===== src/rtl/fyds_pkg.sv =====
// Shared types and constants for the Fisher-Yates deck shuffle unit.
`default_nettype none

package fyds_pkg;

    localparam int DECK_SIZE = 52;
    localparam int IDX_W     = $clog2(DECK_SIZE);
    localparam int CARD_W    = 6;
    localparam int RAND_W    = 31;
    localparam int DIV_CNT_W = $clog2(RAND_W);

    typedef logic [IDX_W-1:0] t_idx;

    localparam t_idx LAST_POS = t_idx'(DECK_SIZE - 1);

    typedef enum logic [2:0] {
        S_IDLE,
        S_DIV,
        S_RD_P,
        S_RD_J,
        S_WR_P,
        S_WR_J,
        S_EMIT_RD,
        S_EMIT_LD
    } t_state;

    typedef struct packed {
        logic load_word;
        logic div_step;
        logic rd_pos;
        logic rd_j;
        logic wr_pos;
        logic wr_j;
        logic pos_dec;
        logic emit_rd;
        logic emit_ld;
        logic restore;
    } t_cmd;

    typedef struct packed {
        logic div_last;
        logic pos_last;
        logic emit_last;
        logic out_free;
    } t_status;

endpackage

`default_nettype wire


===== src/rtl/fisher_yates_deck_shuffle_unit.sv =====
// Fisher-Yates deck shuffle unit: top level joining the controller and the datapath.
//
// Input channel (i_in_valid / o_in_stall / i_rand_word): each item is one
// random word. The word is reduced modulo (position + 1) by a bit-serial
// remainder unit, one bit per cycle, and the entries at the position and at
// the remainder are swapped in the permutation RAM. Position counts down from
// DECK_SIZE-1 to 1.
// An item occupies the block for 31 remainder steps, four RAM accesses for the
// swap (two reads and two writes on the RAM's read port and write port) and
// the return to idle, or the emit run after the final item. o_in_stall is high during that time.
// Output channel (o_out_valid / i_out_stall): after the item that swaps at
// position one, the block emits DECK_SIZE items, slot 0 first, o_last_slot on
// the final one. Each slot is a RAM read followed by an output register load;
// a stall holds the output register and the
// emit run waits. The block then restores the identity order and accepts the
// first item of the next shuffle while the last slot may still wait.
// Reset restores the identity order at once through per-entry valid bits, so
// no clearing pass is needed, and clears the output valid.
`default_nettype none

module fisher_yates_deck_shuffle_unit
    import fyds_pkg::*;
(
    input  wire logic              i_clk,
    input  wire logic              i_rst_n,
    input  wire logic              i_in_valid,
    output logic                   o_in_stall,
    input  wire logic [RAND_W-1:0] i_rand_word,
    output logic                   o_out_valid,
    input  wire logic              i_out_stall,
    output logic      [CARD_W-1:0] o_card_value,
    output logic      [CARD_W-1:0] o_slot_index,
    output logic                   o_last_slot
);

    t_cmd    w_cmd;
    t_status w_status;

    fyds_ctrl u_ctrl (
        .i_clk     (i_clk),
        .i_rst_n   (i_rst_n),
        .i_in_valid(i_in_valid),
        .i_status  (w_status),
        .o_in_stall(o_in_stall),
        .o_cmd     (w_cmd)
    );

    fyds_datapath u_dp (
        .i_clk       (i_clk),
        .i_rst_n     (i_rst_n),
        .i_rand_word (i_rand_word),
        .i_cmd       (w_cmd),
        .o_status    (w_status),
        .i_out_stall (i_out_stall),
        .o_out_valid (o_out_valid),
        .o_card_value(o_card_value),
        .o_slot_index(o_slot_index),
        .o_last_slot (o_last_slot)
    );

endmodule

`default_nettype wire


===== src/rtl/fyds_ram.sv =====
// Generic single-write, single-read RAM with a registered read port.
`default_nettype none

module fyds_ram #(
    parameter int WIDTH = 8,
    parameter int DEPTH = 64
) (
    input  wire logic                     i_clk,
    input  wire logic                     i_we,
    input  wire logic [$clog2(DEPTH)-1:0] i_waddr,
    input  wire logic [WIDTH-1:0]         i_wdata,
    input  wire logic                     i_re,
    input  wire logic [$clog2(DEPTH)-1:0] i_raddr,
    output logic      [WIDTH-1:0]         o_rdata
);

    logic [WIDTH-1:0] r_mem [DEPTH];
    logic [WIDTH-1:0] r_rdata;

    always_ff @(posedge i_clk) begin
        if (i_we) begin
            r_mem[i_waddr] <= i_wdata;
        end
        if (i_re) begin
            r_rdata <= r_mem[i_raddr];
        end
    end

    assign o_rdata = r_rdata;

endmodule

`default_nettype wire


===== src/rtl/fyds_ctrl.sv =====
// Controller state machine: sequences the modulo, the swap and the emit run.
`default_nettype none

module fyds_ctrl
    import fyds_pkg::*;
(
    input  wire logic    i_clk,
    input  wire logic    i_rst_n,
    input  wire logic    i_in_valid,
    input  wire t_status i_status,
    output logic         o_in_stall,
    output t_cmd         o_cmd
);

    t_state r_state;
    t_state n_state;

    always_ff @(posedge i_clk) begin
        if (!i_rst_n) begin
            r_state <= S_IDLE;
        end else begin
            r_state <= n_state;
        end
    end

    always_comb begin
        n_state    = r_state;
        o_cmd      = '0;
        o_in_stall = 1'b1;
        case (r_state)
            S_IDLE: begin
                o_in_stall = 1'b0;
                if (i_in_valid) begin
                    o_cmd.load_word = 1'b1;
                    n_state         = S_DIV;
                end
            end
            S_DIV: begin
                o_cmd.div_step = 1'b1;
                if (i_status.div_last) begin
                    n_state = S_RD_P;
                end
            end
            S_RD_P: begin
                o_cmd.rd_pos = 1'b1;
                n_state      = S_RD_J;
            end
            S_RD_J: begin
                o_cmd.rd_j = 1'b1;
                n_state    = S_WR_P;
            end
            S_WR_P: begin
                o_cmd.wr_pos = 1'b1;
                n_state      = S_WR_J;
            end
            S_WR_J: begin
                o_cmd.wr_j = 1'b1;
                if (i_status.pos_last) begin
                    n_state = S_EMIT_RD;
                end else begin
                    o_cmd.pos_dec = 1'b1;
                    n_state       = S_IDLE;
                end
            end
            S_EMIT_RD: begin
                o_cmd.emit_rd = 1'b1;
                n_state       = S_EMIT_LD;
            end
            S_EMIT_LD: begin
                // Hold the read data until the output register can take it.
                if (i_status.out_free) begin
                    o_cmd.emit_ld = 1'b1;
                    if (i_status.emit_last) begin
                        o_cmd.restore = 1'b1;
                        n_state       = S_IDLE;
                    end else begin
                        n_state = S_EMIT_RD;
                    end
                end
            end
            default: begin
                n_state = S_IDLE;
            end
        endcase
    end

endmodule

`default_nettype wire


===== src/rtl/fyds_datapath.sv =====
// Datapath: bit-serial modulo, permutation store with valid bits, output register.
`default_nettype none

module fyds_datapath
    import fyds_pkg::*;
(
    input  wire logic              i_clk,
    input  wire logic              i_rst_n,
    input  wire logic [RAND_W-1:0] i_rand_word,
    input  wire t_cmd              i_cmd,
    output t_status                o_status,
    input  wire logic              i_out_stall,
    output logic                   o_out_valid,
    output logic      [CARD_W-1:0] o_card_value,
    output logic      [CARD_W-1:0] o_slot_index,
    output logic                   o_last_slot
);

    // Modulo unit: one quotient bit per cycle, remainder kept below pos + 1.
    logic [RAND_W-1:0]    r_word;
    t_idx                 r_rem;
    logic [DIV_CNT_W-1:0] r_cnt;
    logic [IDX_W:0]       w_div;
    logic [IDX_W:0]       w_trial;
    logic [IDX_W:0]       w_sub;

    t_idx               r_pos;
    t_idx               r_slot;
    logic [DECK_SIZE-1:0] r_vld;
    t_idx               r_held;
    t_idx               r_rd_addr;
    logic               r_rd_vld;

    logic       r_out_valid;
    t_idx       r_out_card;
    t_idx       r_out_slot;
    logic       r_out_last;

    logic       w_re;
    t_idx       w_raddr;
    logic       w_we;
    t_idx       w_waddr;
    t_idx       w_wdata;
    t_idx       w_rdata;
    t_idx       w_eff;

    assign w_div   = {1'b0, r_pos} + (IDX_W + 1)'(1);
    assign w_trial = {r_rem, r_word[RAND_W-1]};
    assign w_sub   = w_trial - w_div;

    always_ff @(posedge i_clk) begin
        if (i_cmd.load_word) begin
            r_word <= i_rand_word;
            r_rem  <= '0;
            r_cnt  <= DIV_CNT_W'(RAND_W - 1);
        end else if (i_cmd.div_step) begin
            r_word <= {r_word[RAND_W-2:0], 1'b0};
            r_rem  <= (w_trial >= w_div) ? w_sub[IDX_W-1:0] : w_trial[IDX_W-1:0];
            r_cnt  <= r_cnt - DIV_CNT_W'(1);
        end
    end

    // Read port: swap reads and emit reads share it.
    always_comb begin
        w_re    = i_cmd.rd_pos | i_cmd.rd_j | i_cmd.emit_rd;
        w_raddr = r_slot;
        if (i_cmd.rd_pos) begin
            w_raddr = r_pos;
        end else if (i_cmd.rd_j) begin
            w_raddr = r_rem;
        end
    end

    // An entry never written since the last restore still holds its own index.
    assign w_eff = r_rd_vld ? w_rdata : r_rd_addr;

    always_ff @(posedge i_clk) begin
        if (w_re) begin
            r_rd_addr <= w_raddr;
            r_rd_vld  <= r_vld[w_raddr];
        end
        if (i_cmd.rd_j) begin
            r_held <= w_eff;
        end
    end

    assign w_we    = i_cmd.wr_pos | i_cmd.wr_j;
    assign w_waddr = i_cmd.wr_pos ? r_pos : r_rem;
    assign w_wdata = i_cmd.wr_pos ? w_eff : r_held;

    fyds_ram #(
        .WIDTH(IDX_W),
        .DEPTH(DECK_SIZE)
    ) u_ram (
        .i_clk  (i_clk),
        .i_we   (w_we),
        .i_waddr(w_waddr),
        .i_wdata(w_wdata),
        .i_re   (w_re),
        .i_raddr(w_raddr),
        .o_rdata(w_rdata)
    );

    always_ff @(posedge i_clk) begin
        if (!i_rst_n) begin
            r_vld  <= '0;
            r_pos  <= LAST_POS;
            r_slot <= '0;
        end else if (i_cmd.restore) begin
            r_vld  <= '0;
            r_pos  <= LAST_POS;
            r_slot <= '0;
        end else begin
            if (w_we) begin
                r_vld[w_waddr] <= 1'b1;
            end
            if (i_cmd.pos_dec) begin
                r_pos <= r_pos - t_idx'(1);
            end
            if (i_cmd.emit_ld) begin
                r_slot <= r_slot + t_idx'(1);
            end
        end
    end

    always_ff @(posedge i_clk) begin
        if (!i_rst_n) begin
            r_out_valid <= 1'b0;
        end else if (i_cmd.emit_ld) begin
            r_out_valid <= 1'b1;
        end else if (!i_out_stall) begin
            r_out_valid <= 1'b0;
        end
    end

    always_ff @(posedge i_clk) begin
        if (i_cmd.emit_ld) begin
            r_out_card <= w_eff;
            r_out_slot <= r_slot;
            r_out_last <= (r_slot == LAST_POS);
        end
    end

    assign o_status.div_last  = (r_cnt == '0);
    assign o_status.pos_last  = (r_pos == t_idx'(1));
    assign o_status.emit_last = (r_slot == LAST_POS);
    assign o_status.out_free  = !r_out_valid || !i_out_stall;

    assign o_out_valid  = r_out_valid;
    assign o_card_value = CARD_W'(r_out_card);
    assign o_slot_index = CARD_W'(r_out_slot);
    assign o_last_slot  = r_out_last;

endmodule

`default_nettype wire


===== config.mk =====
export PLATFORM = sky130hd
export DESIGN_NAME = fisher_yates_deck_shuffle_unit
export DESIGN_NICKNAME = d
export VERILOG_FILES = /design/src/rtl/fyds_pkg.sv /design/src/rtl/fisher_yates_deck_shuffle_unit.sv /design/src/rtl/fyds_ram.sv /design/src/rtl/fyds_ctrl.sv /design/src/rtl/fyds_datapath.sv
export SDC_FILE = /design/constraint.sdc
export NUM_CORES = 1
export LEC_CHECK = 0
export ABC_AREA = 1
export BUFFER_PORTS_ARGS = -buffer_cell sky130_fd_sc_hd__buf_2
export CAP_MARGIN = 40
export CORE_ASPECT_RATIO = 1.4
export CORE_MARGIN = 8
export CORE_UTILIZATION = 58
export CTS_BUF_LIST = sky130_fd_sc_hd__clkbuf_4
export DETAILED_ROUTE_END_ITERATION = 7
export HOLD_SLACK_MARGIN = 0.02
export PLACE_DENSITY_LB_ADDON = 0.25
export SYNTH_ARGS = -nofsm -noshare
export SYNTH_HDL_FRONTEND = slang
export SYNTH_HIERARCHICAL = 1
export SYNTH_SLANG_ARGS = --single-unit

===== constraint.sdc =====
create_clock -name i_clk -period 2.6 [get_ports i_clk]
set_input_delay 0.39 -clock i_clk [delete_from_list [all_inputs] [get_ports i_clk]]
set_output_delay 0.39 -clock i_clk [all_outputs]
set_load 0.005 [all_outputs]

==> results by stage <==
Outcome:
- The flow ran to the end, and the final reports show no timing, DRC or antenna violations.

Global route:
- Global routing used 25.53% of the available tracks.
- The wire length of the first global-routing pass is 78490 µm.
- After global routing the overflow that remains totals 0.
- The number of antenna violations at the first check in global routing is 2.
- The maximum number of pins on one net before global-route repair is 75.
- The via count of the first global-routing pass is 15006.

Clocking:
- The clock reaches the later pin of the worst-skew pair after 860 ps.
- The deepest clock path buffer count is 3.
- After clock tree synthesis, the clock-pin slew on the worst setup and hold paths is 70 ps.
- The tree is rooted in a clkbuf_4.
- The TritonCTS clock tree is built.
- Counting every sink on the clock net gives 454.
- The H-tree was split into 3 levels.
- The CTS buffer count is 103.

Drt:
- In the final routed layout, each cell accounts on average for 18.73 µm.
- In the routed layout, each cell is associated on average with a via count of 5.550.
- The remaining number of nets flagged by the antenna check after routing is 0.
- The number of DRC violations after detailed-routing iteration 0 is 1644.
- For this run, the detailed router's first-pass iteration total came to 5.
- The overall routed net length is 50550 µm.
- The routed layout has 14980 vias.
- After detailed routing, the number of remaining DRC violations is 0.

Critical path:
- At the worst endpoint, the required time is 3210 ps.
- The data arrival at the endpoint of the critical path is 3130 ps.
- The critical setup path kind is flip-flop to flip-flop.
- The startpoint class of the critical path is a flip-flop.
- Along the worst path, the maximum fanout reaches 18.
- The kind of capture point of the worst setup path is a flip-flop.
- The number of cells traversed by the worst register-to-register path is 12.

Floorplan:
- The die is 234.0 µm tall.
- The floorplan die area is 40190 µm².
- The number of placed I/O pins is 50.
- After floorplanning, the core was divided into 80 placement rows.
- For this configuration, the core starts out at a cell density of 58.38%.
- The total area inside the core boundary comes to 33730 µm².
- From left edge to right edge, the die measures 171.7 µm.

Synthesis:
- The area of the mapped netlist is 19690 µm².
- After synthesis the netlist holds a flip-flop and latch count of 454.
- Yosys mapped a number of flops with a built-in enable equal to 375.
- In this run, distinct cell masters in the synthesized netlist total 41.
- The fraction of the yosys area taken by sequential cells is 65.22%.
- The primary flip-flop cell chosen by synthesis mapping is edfxtp_1.
- The gate count after technology mapping is 1930.
- The number of nets in the synthesized netlist is 1978.
- The fraction of registers with async set or reset after synthesis is 0%.
- The number of warnings reported in the yosys synthesis log is 6.
- Dividing the synthesized area by the synthesized cell count gives 10.20 µm².

Timing:
- The max-slew violation total from the final report is 0.
- The setup skew after layout is 85.81 ps.
- In this run the tightest slew margin relative to its limit is 43.00%.
- The worst path meets setup with 78.18 ps of slack.
- Derived from the worst setup path, the maximum achievable clock frequency is 396.5 MHz.
- Setup repair after global routing left no endpoint under its margin.
- At the pin with the least slew margin, the transition time is 854.1 ps.
- After layout, the worst path uses 96.99% of the clock period.
- Setup violations remaining at the end of the flow were counted as 0.
- The hold violation total from the final report came to 0.
- The final critical-path required period is 2522 ps.

Placement:
- In this run, placement finished with an instance count of 2468.
- The cell area after placement is 21110 µm².
- The half-perimeter wire length after detailed placement is 31340 µm.
- The setup slack at placement is -18.57 ps.
- The count of buffers added on input and output ports is 49.
- Routability-driven placement finished with a final weighted congestion of 0.9387.

Job:
- The max-cap check violation count is 0.

Finish:
- The total non-filler cell area in the finished layout is 22850 µm².
- Relative to the synthesized area, the layout overhead comes to 16.03%.
- The share of layout cells above drive strength 1 is 18.04%.
- The final standard cell count with taps included and fillers excluded is 2699.
- The net total in the final layout is 2209.

Power:
- The total power density per cell area is 660.4 nW/µm².
- VDD sags by at most 0.0004798 V.
- The static leakage power is 8.908 nW.

Min path:
- The kind of path behind the tightest hold check is input pin to flip-flop.
- Along the worst hold path, the cell count comes to 5.
repair_timing:
| item | CTS | global route |
|---|---|---|
| pin swaps | 1 | 0 |
| buffers inserted | 1 | 2 |
| gates resized for setup | 0 | 11 |
| hold buffers | 34 | 0 |
| hold endpoints to repair | 37 | 0 |
| cloned | 0 | 2 |
| setup endpoints to repair | 3 | 167 |
cell type report:
class / instances / area [µm²]
inverter: 137 / 525.5
tap: 451 / 564.3
sequential: 454 / 12840
clock buffer: 157 / 1179
clock inverter: 32 / 138.9
timing repair buffer: 219 / 1799
timing repair inverter: 1 / 5.005
antenna: 3 / 7.507
multi-input combinational: 1245 / 5784
fill: 2596 / 10880
cell usage after synthesis, types with 7 or more instances:
library cell	instances	area [µm²]
a21oi_1	70	350.3
buf_2	31	155.2
buf_4	17	127.6
buf_6	15	168.9
clkbuf_1	26	97.59
dfxtp_1	79	1582
edfxtp_1	375	11260
ha_1	12	150.1
inv_1	127	476.7
mux2_2	12	135.1
nand2_1	536	2012
nand3_1	282	1411
nand3_2	7	70.07
nand4_1	15	93.84
nor2_1	164	615.6
nor2_2	7	43.79
nor3_1	9	45.04
nor4_1	10	62.56
o211ai_1	21	157.7
o21ai_0	42	210.2
o21ai_1	28	140.1
metal layers:
metal / GRT usage (%) / part of all wire [%] / up-vias
li1: - / - / 7126
met1: 28.54 / 37 / 7061
met2: 45.30 / 51 / 653
met3: 5.172 / 7.4 / 140
met4: 13.21 / 4.2 / 0
met5: 0 / 0 / -
sequential cells by signal, indices dropped and copies added (netlist names):
signal              flops
u_dp/r_rd_vld           1
u_dp/r_rem              6
u_dp/r_vld             52
u_dp/o_last_slot        1
u_ctrl/r_state          3
u_dp/o_card_value       6
u_dp/r_pos              6
u_dp/o_slot_index       6
u_dp/r_held             6
u_dp/r_slot             6
u_dp/r_cnt              5
u_dp/u_ram/r_mem      312
u_dp/u_ram/o_rdata      6
u_dp/r_rd_addr          6
u_dp/o_out_valid        1
u_dp/r_word            31
where the power goes:
part,switching [mW],leakage [nW],internal (mW)
logic,1.01,4.08,0.494
registers,0.0660,4.04,8.00
clock network,2.76,0.789,2.76
total,3.83,8.91,11.3
cell usage in the layout, fill, tap and decap left out, drive strengths merged, types with 15 or more instances in the layout:
cell type / instances
nand3: 290
nand4: 15
dfxtp: 79
clkinv: 30
o21ai: 73
clkbuf: 158
buf: 184
a21oi: 70
inv: 136
dlygate4sd3: 34
nor2: 172
nand2: 539
o211ai: 21
edfxtp: 375
kinds of logic (layout without fill, tap and decap cells):
group	Yosys count	after routing	synth area share [%]
xor gates and xnor gates	8	8	0.3558
adders and majority gates	13	13	0.8641
DFF	454	454	65.22
muxes	12	12	0.6862
and+or+nand+nor	1036	1036	22.39
other	0	3	0
buffers and inverters	231	546	5.592
AOI/OAI and AO/OA	176	176	4.899
final timing paths:
path | start | end | slack, ps
max | u_ctrl/r_state[0] | u_dp/u_ram/o_rdata[3] | 80
min | i_out_stall | u_ctrl/r_state[1] | 150
max reg2reg | u_ctrl/r_state[0] | u_dp/u_ram/o_rdata[3] | 80
min reg2reg | u_dp/r_slot[5] | u_dp/o_slot_index[5] | 440
metrics by stage:
step / util, % / total power [mW] / TNS, ps / hold WS, ps
2_1_floorplan: - / 9.192 / -3481 / 408.2
3_3_place_gp: 62.57 / 9.615 / 0 / 419.4
3_5_place_dp: 62.57 / 9.652 / -109.9 / 422.3
4_1_cts: 67.50 / 15.17 / 0 / 108.6
5_1_grt: 67.73 / 15.71 / 0 / 146.6
6_report: 67.73 / 15.09 / 0 / 148.1
critical path, cell delays in order, from the launching register on:
cell and delay, ps:
dfxtp_1 350, inv_6 100, nand3_1 110, inv_1 160, inv_1 110, buf_4 190, o21ai_2 480, clkinv_1 130
buf_4 240, nand3_1 140, nand3_1 170, nand2_1 110, nand2_1 50
(Power assumes the default switching activity.)
